===== src/hdl/motion_axis_lock_assert.svh =====
// Assertion macros for the motion axis lock RTL.
`ifndef MOTION_AXIS_LOCK_ASSERT_SVH
`define MOTION_AXIS_LOCK_ASSERT_SVH

// Same-cycle implication.
`define MAL_ASSERT_IMP(label, clk, rst_n, pre, post, msg) \
	label: assert property (@(posedge clk) disable iff (!rst_n) (pre) |-> (post)) \
		else $error(msg);

// Next-cycle implication.
`define MAL_ASSERT_NXT(label, clk, rst_n, pre, post, msg) \
	label: assert property (@(posedge clk) disable iff (!rst_n) (pre) |=> (post)) \
		else $error(msg);

`endif


===== src/hdl/mal_pkg.sv =====
`timescale 1ns / 1ps

package mal_pkg;

	localparam logic [1:0] CMD_X    = 2'd0;
	localparam logic [1:0] CMD_Y    = 2'd1;
	localparam logic [1:0] CMD_PASS = 2'd2;

	localparam logic [1:0] REG_STEP_THRESHOLD = 2'd0;
	localparam logic [1:0] REG_RELEASE_TIME   = 2'd1;
	localparam logic [1:0] REG_VERTICAL_BIAS  = 2'd2;

	localparam logic [15:0] STEP_THRESHOLD_RST = 16'd20;
	localparam logic [15:0] RELEASE_TIME_RST   = 16'd200;
	localparam logic [15:0] VERTICAL_BIAS_RST  = 16'd1000;

	localparam logic [9:0] BIAS_SCALE = 10'd1000;

	localparam int DIV_STEPS = 32;
	localparam int DIV_CNT_W = $clog2(DIV_STEPS + 1);

	typedef struct packed {
		logic [1:0]         command;
		logic signed [15:0] motion_value;
		logic [31:0]        time_ms;
	} in_beat_t;

	typedef struct packed {
		logic [1:0]         out_kind;
		logic signed [31:0] out_value;
	} out_beat_t;

	typedef enum logic [1:0] {
		LOCK_FREE,
		LOCK_X,
		LOCK_Y
	} lock_t;

	typedef enum logic [2:0] {
		ST_IDLE,
		ST_RELEASE,
		ST_ADD,
		ST_MAG,
		ST_DECIDE,
		ST_SEL,
		ST_DIV,
		ST_EMIT
	} st_t;

	typedef struct packed {
		logic load_in;
		logic pass;
		logic release_chk;
		logic add;
		logic mag;
		logic decide;
		logic sel;
		logic finish;
		logic load_out;
	} ctl_t;

	typedef struct packed {
		logic passthru;
		logic locked;
		logic below;
		logic div_busy;
	} sts_t;

endpackage


===== src/hdl/motion_axis_lock.sv =====
// Passthrough beats run RELEASE, EMIT; motion below the lock level RELEASE, ADD, MAG,
// DECIDE, EMIT; motion that emits units RELEASE, ADD, MAG, SEL, DIV, EMIT, with DECIDE
// after MAG when it takes the lock. The 32-step serial divider sets the motion rate.
// A new beat is taken in IDLE only, once the last one is done, and while its result waits.
// Reset (arst_n, async, active low): accumulators, lock, last time and the seen flag
// clear, registers return to threshold 20, release 200 ms, bias 1000.
`timescale 1ns / 1ps

module motion_axis_lock (
	input  logic               clk,
	input  logic               arst_n,
	input  logic               in_valid,
	output logic               in_ready,
	input  mal_pkg::in_beat_t  in_data,
	output logic               out_valid,
	input  logic               out_ready,
	output mal_pkg::out_beat_t out_data,
	input  logic               cfg_we,
	input  logic [1:0]         cfg_index,
	input  logic [15:0]        cfg_data
);

	logic [15:0]   step_threshold_q;
	logic [15:0]   release_time_q;
	logic [15:0]   vertical_bias_q;
	mal_pkg::ctl_t ctl;
	mal_pkg::sts_t sts;

	always_ff @(posedge clk or negedge arst_n) begin
		if (!arst_n) begin
			step_threshold_q <= mal_pkg::STEP_THRESHOLD_RST;
			release_time_q   <= mal_pkg::RELEASE_TIME_RST;
			vertical_bias_q  <= mal_pkg::VERTICAL_BIAS_RST;
		end else if (cfg_we) begin
			case (cfg_index)
				mal_pkg::REG_STEP_THRESHOLD: step_threshold_q <= cfg_data;
				mal_pkg::REG_RELEASE_TIME:   release_time_q   <= cfg_data;
				mal_pkg::REG_VERTICAL_BIAS:  vertical_bias_q  <= cfg_data;
				default: begin
				end
			endcase
		end
	end

	mal_ctrl u_ctrl (
		.clk      (clk),
		.arst_n   (arst_n),
		.in_valid (in_valid),
		.in_ready (in_ready),
		.out_valid(out_valid),
		.out_ready(out_ready),
		.sts      (sts),
		.ctl      (ctl)
	);

	mal_dp u_dp (
		.clk           (clk),
		.arst_n        (arst_n),
		.in_data       (in_data),
		.step_threshold(step_threshold_q),
		.release_time  (release_time_q),
		.vertical_bias (vertical_bias_q),
		.ctl           (ctl),
		.sts           (sts),
		.out_data      (out_data)
	);

endmodule


===== src/hdl/mal_div.sv =====
`timescale 1ns / 1ps

module mal_div (
	input  logic        clk,
	input  logic        arst_n,
	input  logic        start,
	input  logic [31:0] dividend,
	input  logic [15:0] divisor,
	output logic        busy,
	output logic [31:0] quotient,
	output logic [15:0] remainder
);

	logic [mal_pkg::DIV_CNT_W-1:0] cnt_q;
	logic [15:0]                   div_q;
	logic [15:0]                   rem_q;
	logic [31:0]                   quo_q;
	logic [16:0]                   trial;
	logic [16:0]                   diff;
	logic                          fits;

	assign trial = {rem_q, quo_q[31]};
	assign fits  = trial >= {1'b0, div_q};
	assign diff  = trial - {1'b0, div_q};

	always_ff @(posedge clk or negedge arst_n) begin
		if (!arst_n) begin
			cnt_q <= '0;
		end else if (start) begin
			cnt_q <= mal_pkg::DIV_CNT_W'(mal_pkg::DIV_STEPS);
		end else if (cnt_q != '0) begin
			cnt_q <= cnt_q - 1'b1;
		end
	end

	always_ff @(posedge clk) begin
		if (start) begin
			div_q <= divisor;
			rem_q <= '0;
			quo_q <= dividend;
		end else if (cnt_q != '0) begin
			rem_q <= fits ? diff[15:0] : trial[15:0];
			quo_q <= {quo_q[30:0], fits};
		end
	end

	assign busy      = cnt_q != '0;
	assign quotient  = quo_q;
	assign remainder = rem_q;

endmodule


===== src/hdl/mal_dp.sv =====
`timescale 1ns / 1ps
`include "motion_axis_lock_assert.svh"

module mal_dp (
	input  logic               clk,
	input  logic               arst_n,
	input  mal_pkg::in_beat_t  in_data,
	input  logic [15:0]        step_threshold,
	input  logic [15:0]        release_time,
	input  logic [15:0]        vertical_bias,
	input  mal_pkg::ctl_t      ctl,
	output mal_pkg::sts_t      sts,
	output mal_pkg::out_beat_t out_data
);

	logic [1:0]         cmd_q;
	logic signed [15:0] val_q;
	logic [31:0]        time_q;

	logic signed [31:0] acc_x_q;
	logic signed [31:0] acc_y_q;
	mal_pkg::lock_t     lock_q;
	logic [31:0]        last_time_q;
	logic               seen_q;

	logic [47:0]        py_q;
	logic [41:0]        ax_q;
	logic [25:0]        thr_q;
	logic               neg_q;
	mal_pkg::out_beat_t res_q;
	mal_pkg::out_beat_t out_q;

	logic [15:0]        thr;
	logic [31:0]        gap;
	logic               expired;
	logic [31:0]        mag_x;
	logic [31:0]        mag_y;
	logic signed [31:0] add_acc;
	logic signed [32:0] sum;
	logic signed [31:0] sat_sum;
	logic signed [31:0] lock_acc;
	logic [31:0]        lock_mag;
	logic               div_busy;
	logic [31:0]        quo;
	logic [15:0]        rem;
	logic [31:0]        rem_ext;
	logic [31:0]        q_signed;
	logic [31:0]        acc_rem;

	assign thr     = (step_threshold == 16'd0) ? 16'd1 : step_threshold;
	assign gap     = time_q - last_time_q;
	assign expired = seen_q && (gap > {16'd0, release_time});
	assign mag_x   = acc_x_q[31] ? 32'(-acc_x_q) : 32'(acc_x_q);
	assign mag_y   = acc_y_q[31] ? 32'(-acc_y_q) : 32'(acc_y_q);

	assign add_acc = (cmd_q == mal_pkg::CMD_Y) ? acc_y_q : acc_x_q;
	assign sum     = {add_acc[31], add_acc} + 33'(val_q);
	always_comb begin
		if (sum[32] != sum[31]) begin
			sat_sum = sum[32] ? 32'sh8000_0000 : 32'sh7fff_ffff;
		end else begin
			sat_sum = sum[31:0];
		end
	end

	assign lock_acc = (lock_q == mal_pkg::LOCK_Y) ? acc_y_q : acc_x_q;
	assign lock_mag = (lock_q == mal_pkg::LOCK_Y) ? mag_y : mag_x;
	assign rem_ext  = {16'd0, rem};
	assign q_signed = neg_q ? (~quo + 32'd1) : quo;
	assign acc_rem  = neg_q ? (~rem_ext + 32'd1) : rem_ext;

	mal_div u_div (
		.clk      (clk),
		.arst_n   (arst_n),
		.start    (ctl.sel),
		.dividend (lock_mag),
		.divisor  (thr),
		.busy     (div_busy),
		.quotient (quo),
		.remainder(rem)
	);

	always_ff @(posedge clk or negedge arst_n) begin
		if (!arst_n) begin
			acc_x_q     <= '0;
			acc_y_q     <= '0;
			lock_q      <= mal_pkg::LOCK_FREE;
			last_time_q <= '0;
			seen_q      <= 1'b0;
		end else begin
			if (ctl.release_chk) begin
				if (expired) begin
					acc_x_q <= '0;
					acc_y_q <= '0;
					lock_q  <= mal_pkg::LOCK_FREE;
				end
				last_time_q <= time_q;
				seen_q      <= 1'b1;
			end
			if (ctl.add) begin
				if (cmd_q == mal_pkg::CMD_Y) begin
					acc_y_q <= sat_sum;
				end else begin
					acc_x_q <= sat_sum;
				end
			end
			if (ctl.decide && !sts.below) begin
				lock_q <= ({6'd0, ax_q} <= py_q) ? mal_pkg::LOCK_Y : mal_pkg::LOCK_X;
			end
			if (ctl.sel) begin
				if (lock_q == mal_pkg::LOCK_Y) begin
					acc_x_q <= '0;
				end else begin
					acc_y_q <= '0;
				end
			end
			if (ctl.finish) begin
				if (lock_q == mal_pkg::LOCK_Y) begin
					acc_y_q <= acc_rem;
				end else begin
					acc_x_q <= acc_rem;
				end
			end
		end
	end

	always_ff @(posedge clk) begin
		if (ctl.load_in) begin
			cmd_q  <= in_data.command;
			val_q  <= in_data.motion_value;
			time_q <= in_data.time_ms;
		end
		if (ctl.mag) begin
			py_q  <= mag_y * vertical_bias;
			ax_q  <= mag_x * mal_pkg::BIAS_SCALE;
			thr_q <= thr * mal_pkg::BIAS_SCALE;
		end
		if (ctl.sel) begin
			neg_q <= lock_acc[31];
		end
		if (ctl.pass) begin
			res_q.out_kind  <= mal_pkg::CMD_PASS;
			res_q.out_value <= 32'(val_q);
		end
		if (ctl.decide && sts.below) begin
			res_q.out_kind  <= cmd_q;
			res_q.out_value <= '0;
		end
		if (ctl.finish) begin
			res_q.out_kind  <= (lock_q == mal_pkg::LOCK_Y) ? mal_pkg::CMD_Y : mal_pkg::CMD_X;
			res_q.out_value <= q_signed;
		end
		if (ctl.load_out) begin
			out_q <= res_q;
		end
	end

	assign sts.passthru = cmd_q[1];
	assign sts.locked   = (lock_q == mal_pkg::LOCK_X) || (lock_q == mal_pkg::LOCK_Y);
	assign sts.below    = (py_q < {22'd0, thr_q}) && (ax_q < {16'd0, thr_q});
	assign sts.div_busy = div_busy;
	assign out_data     = out_q;

	`MAL_ASSERT_IMP(a_sel_locked, clk, arst_n, ctl.sel,
		(lock_q == mal_pkg::LOCK_X) || (lock_q == mal_pkg::LOCK_Y),
		"divide started without an axis lock")
	`MAL_ASSERT_NXT(a_sel_busy, clk, arst_n, ctl.sel, div_busy,
		"divider did not start")
	`MAL_ASSERT_IMP(a_other_zero, clk, arst_n, ctl.finish,
		((lock_q == mal_pkg::LOCK_Y) && (acc_x_q == '0)) ||
		((lock_q == mal_pkg::LOCK_X) && (acc_y_q == '0)),
		"unlocked axis accumulator not cleared")
	`MAL_ASSERT_IMP(a_rem_range, clk, arst_n, ctl.finish, rem < thr,
		"remainder not below threshold")

endmodule


===== src/hdl/mal_ctrl.sv =====
`timescale 1ns / 1ps

module mal_ctrl (
	input  logic          clk,
	input  logic          arst_n,
	input  logic          in_valid,
	output logic          in_ready,
	output logic          out_valid,
	input  logic          out_ready,
	input  mal_pkg::sts_t sts,
	output mal_pkg::ctl_t ctl
);

	mal_pkg::st_t state_q;
	mal_pkg::st_t state_d;
	logic         out_valid_q;

	always_ff @(posedge clk or negedge arst_n) begin
		if (!arst_n) begin
			state_q     <= mal_pkg::ST_IDLE;
			out_valid_q <= 1'b0;
		end else begin
			state_q <= state_d;
			if (ctl.load_out) begin
				out_valid_q <= 1'b1;
			end else if (out_ready) begin
				out_valid_q <= 1'b0;
			end
		end
	end

	always_comb begin
		state_d  = state_q;
		ctl      = '0;
		in_ready = 1'b0;
		case (state_q)
			mal_pkg::ST_IDLE: begin
				in_ready = 1'b1;
				if (in_valid) begin
					ctl.load_in = 1'b1;
					state_d     = mal_pkg::ST_RELEASE;
				end
			end
			mal_pkg::ST_RELEASE: begin
				if (sts.passthru) begin
					ctl.pass = 1'b1;
					state_d  = mal_pkg::ST_EMIT;
				end else begin
					ctl.release_chk = 1'b1;
					state_d         = mal_pkg::ST_ADD;
				end
			end
			mal_pkg::ST_ADD: begin
				ctl.add = 1'b1;
				state_d = mal_pkg::ST_MAG;
			end
			mal_pkg::ST_MAG: begin
				ctl.mag = 1'b1;
				state_d = sts.locked ? mal_pkg::ST_SEL : mal_pkg::ST_DECIDE;
			end
			mal_pkg::ST_DECIDE: begin
				ctl.decide = 1'b1;
				state_d    = sts.below ? mal_pkg::ST_EMIT : mal_pkg::ST_SEL;
			end
			mal_pkg::ST_SEL: begin
				ctl.sel = 1'b1;
				state_d = mal_pkg::ST_DIV;
			end
			mal_pkg::ST_DIV: begin
				if (!sts.div_busy) begin
					ctl.finish = 1'b1;
					state_d    = mal_pkg::ST_EMIT;
				end
			end
			mal_pkg::ST_EMIT: begin
				if (!out_valid_q || out_ready) begin
					ctl.load_out = 1'b1;
					state_d      = mal_pkg::ST_IDLE;
				end
			end
			default: begin
				state_d = mal_pkg::ST_IDLE;
			end
		endcase
	end

	assign out_valid = out_valid_q;

endmodule


===== config.mk =====
export PLATFORM = sky130hd
export DESIGN_NAME = motion_axis_lock
export DESIGN_NICKNAME = d
export VERILOG_FILES = /design/src/hdl/mal_pkg.sv /design/src/hdl/motion_axis_lock.sv /design/src/hdl/mal_div.sv /design/src/hdl/mal_dp.sv /design/src/hdl/mal_ctrl.sv
export VERILOG_INCLUDE_DIRS = /design/src /design/src/hdl
export SDC_FILE = /design/constraint.sdc
export NUM_CORES = 2
export LEC_CHECK = 0
export CAP_MARGIN = 20
export CORE_ASPECT_RATIO = 1.2
export CORE_MARGIN = 2
export CORE_UTILIZATION = 40
export DETAILED_ROUTE_END_ITERATION = 16
export DONT_BUFFER_PORTS = 1
export PLACE_DENSITY = 0.55
export SLEW_MARGIN = 20
export SYNTH_ARGS = -nofsm -noshare
export SYNTH_HDL_FRONTEND = slang
export SYNTH_SLANG_ARGS = --single-unit

===== constraint.sdc =====
create_clock -name clk -period 9.6 [get_ports clk]
set_input_delay 0.96 -clock clk [delete_from_list [all_inputs] [get_ports clk]]
set_output_delay 0.96 -clock clk [all_outputs]
set_load 0.01 [all_outputs]

# Yosys cells after proc, flatten, opt, wreduce, memory -nomap -nowiden
# Cells that the tools add are included.
[word_totals] word_cells=143 reg_bits=450 output_inout_bits=36 in_bits=73
[op_classes] n_bitwise=2 eq_ne=16 reduce_logical=22 n_lt_le_gt_ge=5 muxes=62 n_mul=3 n_addsub=8
[ops] operator="2-to-1 mux 32 bit" n=27
[ops] operator="2-to-1 mux 34 bit" n=3
[ops] operator="adder 32 x 1 -> 32 bit (second input constant)" n=2
[ops] operator="negation 32 bit" n=2
[ops] operator="less-or-equal comparator 42 x 48 -> 1 bit" n=1
[ops] operator="less-than comparator 48 x 26 -> 1 bit" n=1
[ops] operator="multiplier 32 x 16 -> 48 bit" n=1
[ops] operator="less-than comparator 42 x 26 -> 1 bit" n=1
[ops] operator="multiplier 32 x 7 -> 39 bit (second input constant)" n=1
[ops] operator="adder 32 x 16 -> 33 bit" n=1
[ops] operator="greater-than comparator 32 x 16 -> 1 bit" n=1
[ops] operator="2-to-1 mux 16 bit" n=2
[ops] operator="inverter 16 -> 32 bit" n=1
[ops] operator="inverter 32 bit" n=1
[ops] operator="subtractor 32 bit" n=1
[ops] operator="case mux 3 bit (8 select lines)" n=1
[ops] operator="multiplier 16 x 7 -> 23 bit (second input constant)" n=1
[ops] operator="greater-or-equal comparator 17 x 16 -> 1 bit" n=1
[ops] operator="2-to-1 mux 1 bit" n=17
[ops] operator="zero test 16 bit" n=1
[ops] operator="subtractor 16 bit" n=1
[ops] operator="equality test 3 bit (second input constant)" n=4
[ops] operator="2-to-1 mux 2 bit" n=6
[ops] operator="2-to-1 mux 3 bit" n=4
[ops] operator="19 further kinds" n=36

# Longest topological paths before layout
[logic_depth] ltp_word=11 depth_mapped=35 mapped_depth_nobuf=33

# Cells and area by module
# Synthesis repeated with hierarchy kept, for this count alone.
[unflattened] hier_cells=5182 area_unflattened_um2=50297.0
[by_module_without_submodules] module="mal_dp" instances=1 seq_area_each_um2=9354.0 cells_each=4701 area_per_inst_um2=44265.0
[by_module_without_submodules] module="mal_div" instances=1 seq_area_each_um2=1911.8 cells_each=345 area_per_inst_um2=3877.5
[by_module_without_submodules] module="motion_axis_lock" instances=1 seq_area_each_um2=1214.9 cells_each=102 area_per_inst_um2=1829.3
[by_module_without_submodules] module="mal_ctrl" instances=1 seq_area_each_um2=100.1 cells_each=34 area_per_inst_um2=325.3

# Least setup slack after synthesis
# Ideal clock, no wire load.
[synth_timing] path_type="register -> register" from="reg u_dp.acc_y_q[4]" to="reg u_dp.py_q[41], data pin" stages_incl_launch_ff=31 synth_period_minus_slack_ps=8559 n_path_buf=1 setup_ps=265 t_required_ps=9335 t_arrival_ps=8294 slack_ps=1041 cell_sequence="dfrtp_1 > or4_1 > or3_1 > or3_1 > clkinv_1 > nand2_1 > or3_4 > o41ai_2 > xnor2_1 > clkbuf_1 > nand2_1 > fa_1 > fa_1 > inv_1 > fa_1 > inv_1 > fa_1 > fa_1 > fa_1 > inv_1 > ha_1 > a21o_1 > a21o_1 > a21oi_1 > o21bai_1 > or3_1 > o221a_2 > a41oi_1 > nor2b_1 > o21ai_0 > xor2_1"
[synth_via] elab_chain_len=3
[synth_rtl] item="start, declared" line_no="mal_dp.sv:21" source="logic signed [31:0] acc_y_q;"
[synth_rtl] item="start signal, assigned" line_no="mal_dp.sv:102" source="acc_y_q <= sat_sum;"
[synth_rtl] item="start signal, assigned" line_no="mal_dp.sv:119" source="acc_y_q <= acc_rem;"
[synth_rtl] item="negation 32 bit" line_no="mal_dp.sv:54" source="assign mag_y = acc_y_q[31] ? 32'(-acc_y_q) : 32'(acc_y_q);"
[synth_rtl] item="2-to-1 mux 32 bit (*)" line_no="mal_dp.sv:54"
[synth_rtl] item="multiplier 32 x 16 -> 48 bit (*)" line_no="mal_dp.sv:134" source="py_q <= mag_y * vertical_bias;"
[synth_rtl] item="end signal, assigned" line_no="mal_dp.sv:134"
[synth_rtl] item="end, declared" line_no="mal_dp.sv:26" source="logic [47:0] py_q;"
# Every way passes the cells marked *; elsewhere a longest branch is shown, timed or not.
# A chain may end at the register's enable or synchronous reset.

# Worst setup path after layout
[layout_timing] from="reg u_dp.acc_y_q[4]" to="reg u_dp.py_q[46], data pin"
# The elaborated chain is that of the path after synthesis.

==> results.toml <==
[detailed_routing]
num_vias = 35700
drtPass1Iterations = 6
drc = 0
antenna_left = 0
post_drt_wl_per_cell_um = 20.9
viasPerCell = 5.33
drt-total-wl_um = 140000
drtIter0Drc = 2234

[placed_design]
gp_congestion = 0.878
portBuffers = 0
dp_hpwl_um = 112000
place_area_sq_mm = 0.0514
placed_cells = 6586

[clock_tree]
cts_tree = "done"
clk_pin_slew_ps = 70
cts_setup_buffers = 0
clkLatencyLatePin_ps = 680
cts_num_sinks = 450
clk_path_buf_depth = 3
cts-root-buf = "clkbuf_16"
cts_buffers = 52
cts.htree.levels = 2

[worst_hold_path]
worstHoldPathType = "in2async"

[floorplanning]
core-area_sq_mm = 0.123
io_pins = 109
rows = 141
die_w_um = 325
start_util = 0.402
chipHeight_um = 389
die_area_sq_mm = 0.126

[setup_path]
crit_path_frequent_cell = "fa_1"
crit_arrival_ps = 9550
cp-start-kind = "flip-flop"
critPathCaptureType = "flip-flop"
cpPeakStageDelay_ps = 560
cp_data_required_time_ps = 9990
crit_slowest_cell = "or4_1"
path_max_fanout = 9
worstSetupPathType = "reg2reg"

[global_routing]
grt_pass1_vias = 37200
grt_overflow = 0
grt_pass1_wl_um = 221000
antenna_found_initial = 19
grt_max_degree = 71
grt.total_usage = 0.226

[synth]
synth_cells = 5034
synthDistinctLibCells = 99
synthArstFlopShare = 0.349
syn_area_per_cell_sq_um = 9.79
synth_area_leaders = "fa_1, edfxtp_1, ha_1"
synth_edf_count = 277
syn-num-nets = 6148
synth_ff_type = "edfxtp_1"
synth_area_sq_mm = 0.0493
synth-seq-area-share = 0.255
synth.most_common_cell = "inv_1"
yosysTopAreaCell = "fa_1"
ys_top_cells_by_count = "inv_1, fa_1, nand2_1"
yosysTopAreaCellShare = 0.240
synth.ff_latch_count = 450
yosysWarnings = 0

[layout]
drive_gt1_frac = 0.0635
nets = 6113
stdcell_count = 6703
fillerInstances = 12000
finalInstanceArea_sq_mm = 0.0534
syn_to_final_growth_pct = 8.29

[timing]
slew_violations = 0
worst_pin_slew_ps = 1180
hold_ws_ps = 58.2
tns_ps = 0
relSlewSlack = 0.202
clock_skew_ps = 58.4
hold_violations = 0
period_needed_ps = 9160
fmaxAchievable_mhz = 109
finalSetupViolations = 0
period_share = 0.954

[outcome]
status = "complete, no violations"

[flow_run]
max_cap_viol_count = 0
[path summary, 6_finish.rpt]
kind                       slack, ps                 end             from  cells after the start
max                              440       u_dp.py_q[46]  u_dp.acc_y_q[4]                     30
max reg2reg                      440       u_dp.py_q[46]  u_dp.acc_y_q[4]                     30
min in group clk                 370       u_dp.val_q[5]      in_data[37]                      0
min                               60  vertical_bias_q[0]           arst_n                      0
min reg2reg                      420   u_dp.out_data[19]   u_dp.res_q[19]                      0
max in group asynchronous       9050     u_dp.acc_x_q[2]           arst_n                      1
[through the flow]
| step | worst slack (ps) | util |
|---|---|---|
| finish | 439 | 0.435 |
| global route | -54.2 | 0.435 |
| CTS | 285 | 0.434 |
| detailed placement | 338 | 0.418 |
| global placement | 427 | 0.418 |
| floorplan | 1040 | - |
[metal layers]
| metal | share of wire | track usage | vias up |
|---|---|---|---|
| met5 | 0.00029 | 0 | - |
| met4 | 0.037 | 0.0751 | 6 |
| met3 | 0.046 | 0.0240 | 234 |
| met2 | 0.49 | 0.390 | 830 |
| met1 | 0.43 | 0.295 | 18000 |
| li1 | - | - | 16700 |
[repair_timing]
action | 4_1_cts | 5_1_grt
hold buffers | 3 | 0
hold endpoints to repair | 70 | 0
setup endpoints to repair | 0 | 9
resized for setup | 0 | 9
[cell families after synthesis]
family,count (synthesis),share of synthesized area
AO/OA/AOI/OAI,883,0.118
adder cells (fa/ha/maj),1042,0.354
flip-flops,450,0.255
multiplexers,87,0.0194
buffers and inverters,981,0.0760
XOR/XNOR,248,0.0441
AND/OR/NAND/NOR,1343,0.133
[layout make-up]
type,count,area (sq um),share of cell area
Clock buffer,65,1390,0.0261
Antenna cell,16,40.0,0.000750
Inverter,804,3020,0.0565
Multi-Input combinational cell,3603,33100,0.621
Tap cell,1644,2060,0.0385
Sequential cell,450,12600,0.236
Timing Repair Buffer,88,717,0.0134
Clock inverter,33,449,0.00841
[layout by cell type (no fill, tap or decap), types with 56 or more instances in the layout]
| master | netlist | final |
|---|---|---|
| mux2_2 | 67 | 67 |
| xnor2_1 | 155 | 145 |
| xor2_1 | 93 | 93 |
| nand3_1 | 57 | 56 |
| and2_1 | 221 | 221 |
| edfxtp_1 | 277 | 277 |
| a21o_1 | 120 | 120 |
| buf_4 | 1 | 84 |
| fa_1 | 591 | 591 |
| nor2_1 | 222 | 220 |
| o21ai_0 | 209 | 204 |
| a21oi_1 | 202 | 202 |
| ha_1 | 450 | 449 |
| dfrtp_1 | 146 | 146 |
| nand2_1 | 539 | 539 |
| inv_1 | 803 | 803 |
[state kept, by name, summed over array words and instances (netlist names), 2 cells and up]
register,count
u_dp.lock_q,2
u_dp.ax_q,39
u_dp.u_div.div_q,16
u_dp.out_data,34
u_dp.last_time_q,32
release_time_q,16
u_dp.res_q,34
u_ctrl.state_q,3
u_dp.cmd_q,2
step_threshold_q,16
u_dp.py_q,48
vertical_bias_q,16
u_dp.time_q,32
u_dp.val_q,16
u_dp.u_div.remainder,16
u_dp.acc_y_q,32
u_dp.acc_x_q,32
u_dp.thr_q,23
u_dp.u_div.cnt_q,6
u_dp.u_div.quotient,32
[worst max-delay path, delay by kind of cell (launching register included)]
kind                     cells  cell delay [ps]
buffers and inverters        4              490
adder cells (fa/ha/maj)      7             3420
XOR/XNOR                     2              500
AO/OA/AOI/OAI               10             1720
flip-flops                   1              440
AND/OR/NAND/NOR              7             2280
Power is not shown: default switching activity piles up to over one toggle a cycle in this logic, so the estimate is an artifact.
